==> src/design/spd_pkg.sv <==
package spd_pkg;

    localparam int COORD_BITS  = 24;
    localparam int T_FRAC_BITS = 24;
    localparam int DIST_BITS   = COORD_BITS + 1;

    // Internal widths, all derived from the coordinate and projection widths.
    localparam int DW     = COORD_BITS + 1;        // coordinate difference
    localparam int PW     = 2 * DW;                // product of two differences
    localparam int SW     = PW + 1;                // sum of two products
    localparam int RW     = SW + 1;                // divider remainder
    localparam int TW     = T_FRAC_BITS + 1;       // projection parameter, 0..1
    localparam int DIV_ST = (T_FRAC_BITS + 1) / 2; // two quotient bits per stage
    localparam int EW     = DW + T_FRAC_BITS + 3;  // offset to nearest point
    localparam int HL     = (EW + 1) / 2;          // low half for split squaring
    localparam int HH     = EW - HL;               // high half
    localparam int SQW    = 2 * EW + 1;            // squared distance
    localparam int XW     = SQW - 2 * T_FRAC_BITS; // squared distance, integer part
    localparam int RB     = (XW + 1) / 2;          // root bits
    localparam int XP     = 2 * RB;                // radicand padded to even width
    localparam int RMW    = RB + 2;                // root remainder
    localparam int SQ_ST  = (RB + 1) / 2;          // two root bits per stage

    localparam int ORI_ST   = 4;
    localparam int PROJ_LAT = 10 + DIV_ST;
    localparam int MIN_LAT  = 2;
    localparam int CORE_LAT = PROJ_LAT + MIN_LAT + SQ_ST;
    localparam int ORI_DLY  = CORE_LAT - ORI_ST;

    localparam logic [DIST_BITS-1:0] DIST_MAX = '1;
    localparam logic [TW-1:0]        T_ONE    = TW'(1) << T_FRAC_BITS;

    typedef logic signed [COORD_BITS-1:0] t_coord;
    typedef logic signed [DW-1:0]         t_diff;
    typedef logic signed [PW-1:0]         t_prod;
    typedef logic signed [SW-1:0]         t_sum;
    typedef logic [SQW-1:0]               t_sq;
    typedef logic [RB-1:0]                t_root;

    typedef struct packed {
        t_coord x;
        t_coord y;
    } t_pt;

    typedef struct packed {
        logic valid;
        logic touch;
    } t_tag;

    typedef struct packed {
        logic [RW-1:0] rem;
        logic [TW-1:0] q;
    } t_divs;

    typedef struct packed {
        logic [RMW-1:0] rem;
        logic [RB-1:0]  root;
        logic [XP-1:0]  x;
    } t_sqs;

    function automatic t_diff sx(t_coord c);
        return {c[COORD_BITS-1], c};
    endfunction

    // One restoring division step: shift the remainder, try the divisor.
    function automatic t_divs div_step(t_divs s, logic [RW-1:0] den);
        t_divs r;
        logic [RW-1:0] sh;
        sh = {s.rem[RW-2:0], 1'b0};
        if (sh >= den) begin
            r.rem = sh - den;
            r.q   = {s.q[TW-2:0], 1'b1};
        end else begin
            r.rem = sh;
            r.q   = {s.q[TW-2:0], 1'b0};
        end
        return r;
    endfunction

    // One digit-by-digit square root step, consuming two radicand bits.
    function automatic t_sqs sqrt_step(t_sqs s);
        t_sqs r;
        logic [RMW-1:0] sh;
        logic [RMW-1:0] trial;
        sh    = {s.rem[RMW-3:0], s.x[XP-1 -: 2]};
        trial = {s.root, 2'b01};
        r.x   = {s.x[XP-3:0], 2'b00};
        if (sh >= trial) begin
            r.rem  = sh - trial;
            r.root = {s.root[RB-2:0], 1'b1};
        end else begin
            r.rem  = sh;
            r.root = {s.root[RB-2:0], 1'b0};
        end
        return r;
    endfunction

endpackage

==> src/design/spd_sqrt.sv <==
module spd_sqrt (
    input  logic                  i_clk,
    input  logic                  i_en,
    input  logic [spd_pkg::XW-1:0] i_x,
    output spd_pkg::t_root        o_root
);

    spd_pkg::t_sqs r_st [spd_pkg::SQ_ST];

    for (genvar s = 0; s < spd_pkg::SQ_ST; s++) begin : g_st
        spd_pkg::t_sqs n_s;
        always_comb begin
            if (s == 0) begin
                n_s.rem  = '0;
                n_s.root = '0;
                n_s.x    = spd_pkg::XP'(i_x);
            end else begin
                n_s = r_st[(s == 0) ? 0 : s - 1];
            end
            for (int k = 0; k < 2; k++) begin
                if (2 * s + k < spd_pkg::RB) begin
                    n_s = spd_pkg::sqrt_step(n_s);
                end
            end
        end
        always_ff @(posedge i_clk) begin
            if (i_en) begin
                r_st[s] <= n_s;
            end
        end
    end

    assign o_root = r_st[spd_pkg::SQ_ST-1].root;

endmodule

==> config.mk <==
export PLATFORM = sky130hd
export DESIGN_NAME = spd_sqrt
export DESIGN_NICKNAME = d
export VERILOG_FILES = /design/src/design/spd_pkg.sv /design/src/design/spd_sqrt.sv
export SDC_FILE = /design/constraint.sdc
export NUM_CORES = 2
export LEC_CHECK = 0
export BUFFER_PORTS_ARGS = -buffer_cell sky130_fd_sc_hd__buf_2
export CORE_MARGIN = 2
export CORE_UTILIZATION = 55
export DETAILED_ROUTE_END_ITERATION = 10
export PLACE_DENSITY = 0.82
export SYNTH_ARGS = -nofsm -noshare
export SYNTH_HDL_FRONTEND = slang
export SYNTH_SLANG_ARGS = --single-unit
==> constraint.sdc <==
create_clock -name i_clk -period 5.64 [get_ports i_clk]
set_input_delay 1.128 -clock i_clk [delete_from_list [all_inputs] [get_ports i_clk]]
set_output_delay 1.128 -clock i_clk [all_outputs]
set_load 0.1 [all_outputs]
### Word level (Yosys, flattened, before mapping)

Memories as Yosys holds them, arrays and structs flattened.
Index checks and enable logic that the tools add are counted.

| word-level totals | value |
|---|---|
| register bits after elaboration | 0 |
| memory bits (writable) | 1,740 |
| bits of input ports | 59 |
| memories kept | 1 |

| cells by class | value |
|---|---|
| add/sub/neg operators | 29 |
| order comparisons | 29 |
| mux-type cells | 31 |

Memory list:

| memory | words | width | read ports | clocked after Yosys merged registers in | write ports | RTL line | text |
|---|---|---|---|---|---|---|---|
| r_st | 15 | 116 | 15 | 0 | 15 | spd_sqrt.sv:8 | `spd_pkg::t_sqs r_st [spd_pkg::SQ_ST];` |

Operators with widths:

| cell | number |
|---|---|
| $mux W60 | 15 |
| $ge A31 B31 Y1 | 28 |
| $mux W58 | 14 |
| $sub A31 B31 Y31 | 15 |
| $sub A29 B29 Y29 | 13 |
| $mux W1 | 2 |
| $sub A1 B1 Y2 const B | 1 |
| $ge A1 B1 Y1 const B | 1 |

### Logic depth before layout (Yosys ltp)

An unclocked memory read counts as a cell.

| logic depth | value |
|---|---|
| word-level depth | 5 |
| depth in mapped cells | 29 |
| gate-level depth less buffers | 25 |

### Worst setup path after synthesis

OpenSTA, ideal clock, no wires.

| timing path | value |
|---|---|
| kind | reg-to-reg |
| from | memory r_st[1][450] (netlist bit) |
| to | memory r_st[1][552] (netlist bit) (data pin) |
| arrival | 5,734 ps |
| required time | 5,370 ps |
| path slack | -364 ps |
| cell stages (with the launch flop) | 26 |
| clock period less this slack | 6,004 ps |
| path through | edfxtp_1 > ha_1 > clkbuf_1 > and4_1 > nand2_1 > a211o_1 > or4_1 > nand2_1 > clkbuf_1 > buf_1 > nor2_1 > a21oi_1 > ha_1 > a31o_2 > a21o_1 > a21o_1 > a21oi_1 > o21ai_0 > a31oi_1 > o211ai_1 > and3_1 > or4b_1 > clkbuf_1 > clkbuf_1 > nor2_1 > a21oi_1 |

RTL lines:

| item | RTL line |
|---|---|
| start, declared | spd_sqrt.sv:8 |

==> out/qor.csv <==
metric,value,unit
reg2reg_from,r_st[0][781]$_DFFE_PP_,
initialDrtViolationCount,5110,
slowest_stage,edfxtp_1,
finalSetupViolCount,1,
io_pins,88,
synth_fp_nets,6900,
drv_slew,0,
cts_made_buffers,106,
top_register,r_st,
slowest_delay,0.51,ns
cts.path.max_buffers,3,
ys_warn_count,0,
ys_types,103,
required,6.16,ns
timing_hold_violations_final,0,
worst-path-max-fanout,10,
wire_per_inst,21.1,um
synth-seq-cells,1013,
antennaDiodeCount,0,
post_dp_cell_area,69900,um2
vdd_drop_max,0.338,mV
cts_tree,yes,
clk_latency,0.78,ns
rr_worst_depth,21,
hold-path-endpoint,r_st[0][629]$_DFFE_PP_,
syn_area,65400,um2
antenna_found_initial,1,
r2r_setup_slack,-0.007,ns
grt_max_degree,185,
gp_congestion,0.999,
synth_common_cells,"edfxtp_1 (1013), nand2_1 (515), a21oi_1 (499)",
multi_input_area,33500,um2
hp-start,r_st[0][509]$_DFFE_PP_,
fin_crit_sh,100,%
crit_type,reg -> reg,
syn_area_per_cell,10.2,um2
power_leakage,30.4,nW
dp_hpwl,129000,um
max_clock_freq,177,MHz
hold_buffers,0,
power_density,506,nW/um2
largest_register_ff_count,1013,
hold_depth,0,
firstDrtPassIters,8,
hold_path_class,reg -> reg,
largest_registers,r_st (1013),
final.min_clock_period,5.65,ns
cp_cell_sequence,ha_4 -> o211ai_1 -> a21boi_2 -> o2111a_2 -> or3_4 -> buf_4 -> inv_8 -> o41ai_1 -> buf_4 -> ha_1 -> a21o_1 -> a21oi_2 -> o211ai_1 -> a41o_1 -> a31oi_4 -> o21a_1 -> nand3_2 -> nor4_4 -> buf_6 -> clkinvlp_4 -> mux2_2,
ys_seq_area_share,46.5,%
synth_ff_type,edfxtp_1,
yosysTopAreaCell,edfxtp_1,
r2r_end,r_st[0][911]$_DFFE_PP_,
die_area,122000,um2
io_buffers,87,
finalClockSkew,0.0727,ns
die_h,349,um
drc_errors,0,
grt-ovfl-total,0,
synth_top_cell_area_share,46.5,%
dr_total_vias,52300,
grt_pass1_vias,49800,
status,"complete, but fails checks",
seq_area,30400,um2
yosysMostFrequentCell,edfxtp_1,
drt-total-wl,179000,um
synth_area_leaders,"edfxtp_1 (47%), ha_1 (8.8%), xnor2_1 (5.1%)",
start_util,55.4,%
maxCapViolCount,0,
worstMarginPinSlew,1.19,ns
slew_headroom,18.4,%
crit_path_end_kind,register,
fin_area,75500,um2
path_clk_slew,0.08,ns
grtUsageTotal,27.7,%
grt_pass1_wl,268000,um
violations,setup timing,
synthToLayoutAreaGrowth,15.5,%
timing.hold.ws,0.386,ns
clock_sinks,1013,
cp-start-kind,register,
syn_inst,6381,
rsz0062_at_grt,yes,
core,118000,um2
finalNetCount,7368,
fp.dieW,349,um
cp.arrival,6.17,ns
vias_per_cell,6.18,
fin_ws,-0.00692,ns
fin_setup_tns,-0.00692,ns
async_flop_share,0,%
cts-root-buf,clkbuf_16,
htreeDepth,3,
fillers,8889,
synth_enable_flop_cells,1013,
row_count,126,
antenna_left,0,
layout-drive-gt1-share,16.1,%
routing by layer:
metal | GRT usage [%] | up-vias | part of all wire (%)
li1 | - | 24600 | -
met1 | 34.2 | 24900 | 39
met2 | 47.3 | 2229 | 49
met3 | 3.69 | 579 | 6.2
met4 | 14.7 | 2 | 6.0
met5 | 0 | - | 0.0050
cell type report:
cell class	count	share of cell area, %
inverters	413	2.08
repair buffers	566	5.91
multi-input cells	4749	44.4
flip-flops and latches	1013	40.3
clock buffers	122	3.59
well taps	1536	2.55
clock inverters	74	1.22
cell families (layout without fill, tap and decap cells):
| logic type | after synthesis | after routing | synth area share [%] |
|---|---|---|---|
| AND/OR/NAND/NOR | 1969 | 1969 | 15.1 |
| multiplexers | 128 | 128 | 2.15 |
| buffers and inverters | 619 | 1175 | 3.82 |
| AO/OA/AOI/OAI | 1606 | 1606 | 15.7 |
| adder cells (fa/ha/maj) | 460 | 460 | 8.81 |
| XOR/XNOR | 586 | 586 | 7.85 |
| flip-flops | 1013 | 1013 | 46.5 |
placed cells by master, fill, tap and decap left out, types with 145 or more instances in the layout:
master | synthesis | layout
xor2_1 | 204 | 204
o21ai_0 | 342 | 314
nand3_1 | 149 | 145
inv_1 | 405 | 385
a21oi_1 | 499 | 462
edfxtp_1 | 1013 | 1013
buf_4 | 34 | 441
a21o_1 | 215 | 214
xnor2_1 | 382 | 382
nor3_1 | 160 | 150
nand2_1 | 515 | 511
ha_1 | 460 | 421
nor2_1 | 494 | 486
critical path: cells and delay by family, from the launching register on:
| family | cells | cell delay (ns) |
|---|---|---|
| flops | 1 | 0.51 |
| compound gates | 10 | 2.46 |
| mux | 1 | 0.28 |
| buf+inv | 5 | 0.75 |
| simple gates | 3 | 0.71 |
| fa+ha+maj | 2 | 0.67 |
metrics by stage:
stage	setup WS [ns]	std cells	util (%)	power, mW
floorplan	0.00237	6381	-	24.2
global placement	-0.202	8184	59.3	29.2
detailed placement	-0.376	8184	59.3	29.6
CTS	0.00314	8387	62.5	37.1
global route	-0.131	8473	64.0	40.4
finish	-0.00692	8473	64.0	38.2
where the power goes:
part | internal, mW | leakage (nW) | switching, mW | total [mW]
Clock | 4.19 | 1.74 | 3.15 | 7.34
Combinational | 8.60 | 19.0 | 10.9 | 19.5
Sequential | 10.3 | 9.71 | 1.03 | 11.4
repair_timing:
action / in CTS / in global routing
cloned: 1 / 10
setup buffers: 6 / 77
gates resized for setup: 32 / 240
setup endpoints to repair: 93 / 264
pin swaps: 6 / 49
worst max path at each step:
stage	from	endpoint	slack, ns
floorplan	r_st[1][450]$_DFFE_PP_	r_st[1][552]$_DFFE_PP_	0.002
global placement	r_st[0][763]$_DFFE_PP_	r_st[0][911]$_DFFE_PP_	-0.20
detailed placement	r_st[0][763]$_DFFE_PP_	r_st[0][911]$_DFFE_PP_	-0.38
CTS	r_st[0][754]$_DFFE_PP_	r_st[0][913]$_DFFE_PP_	0.003
global route	r_st[0][752]$_DFFE_PP_	r_st[0][911]$_DFFE_PP_	-0.13
finish	r_st[0][781]$_DFFE_PP_	r_st[0][911]$_DFFE_PP_	-0.007
Note: power is estimated with default switching activity, not from simulation.
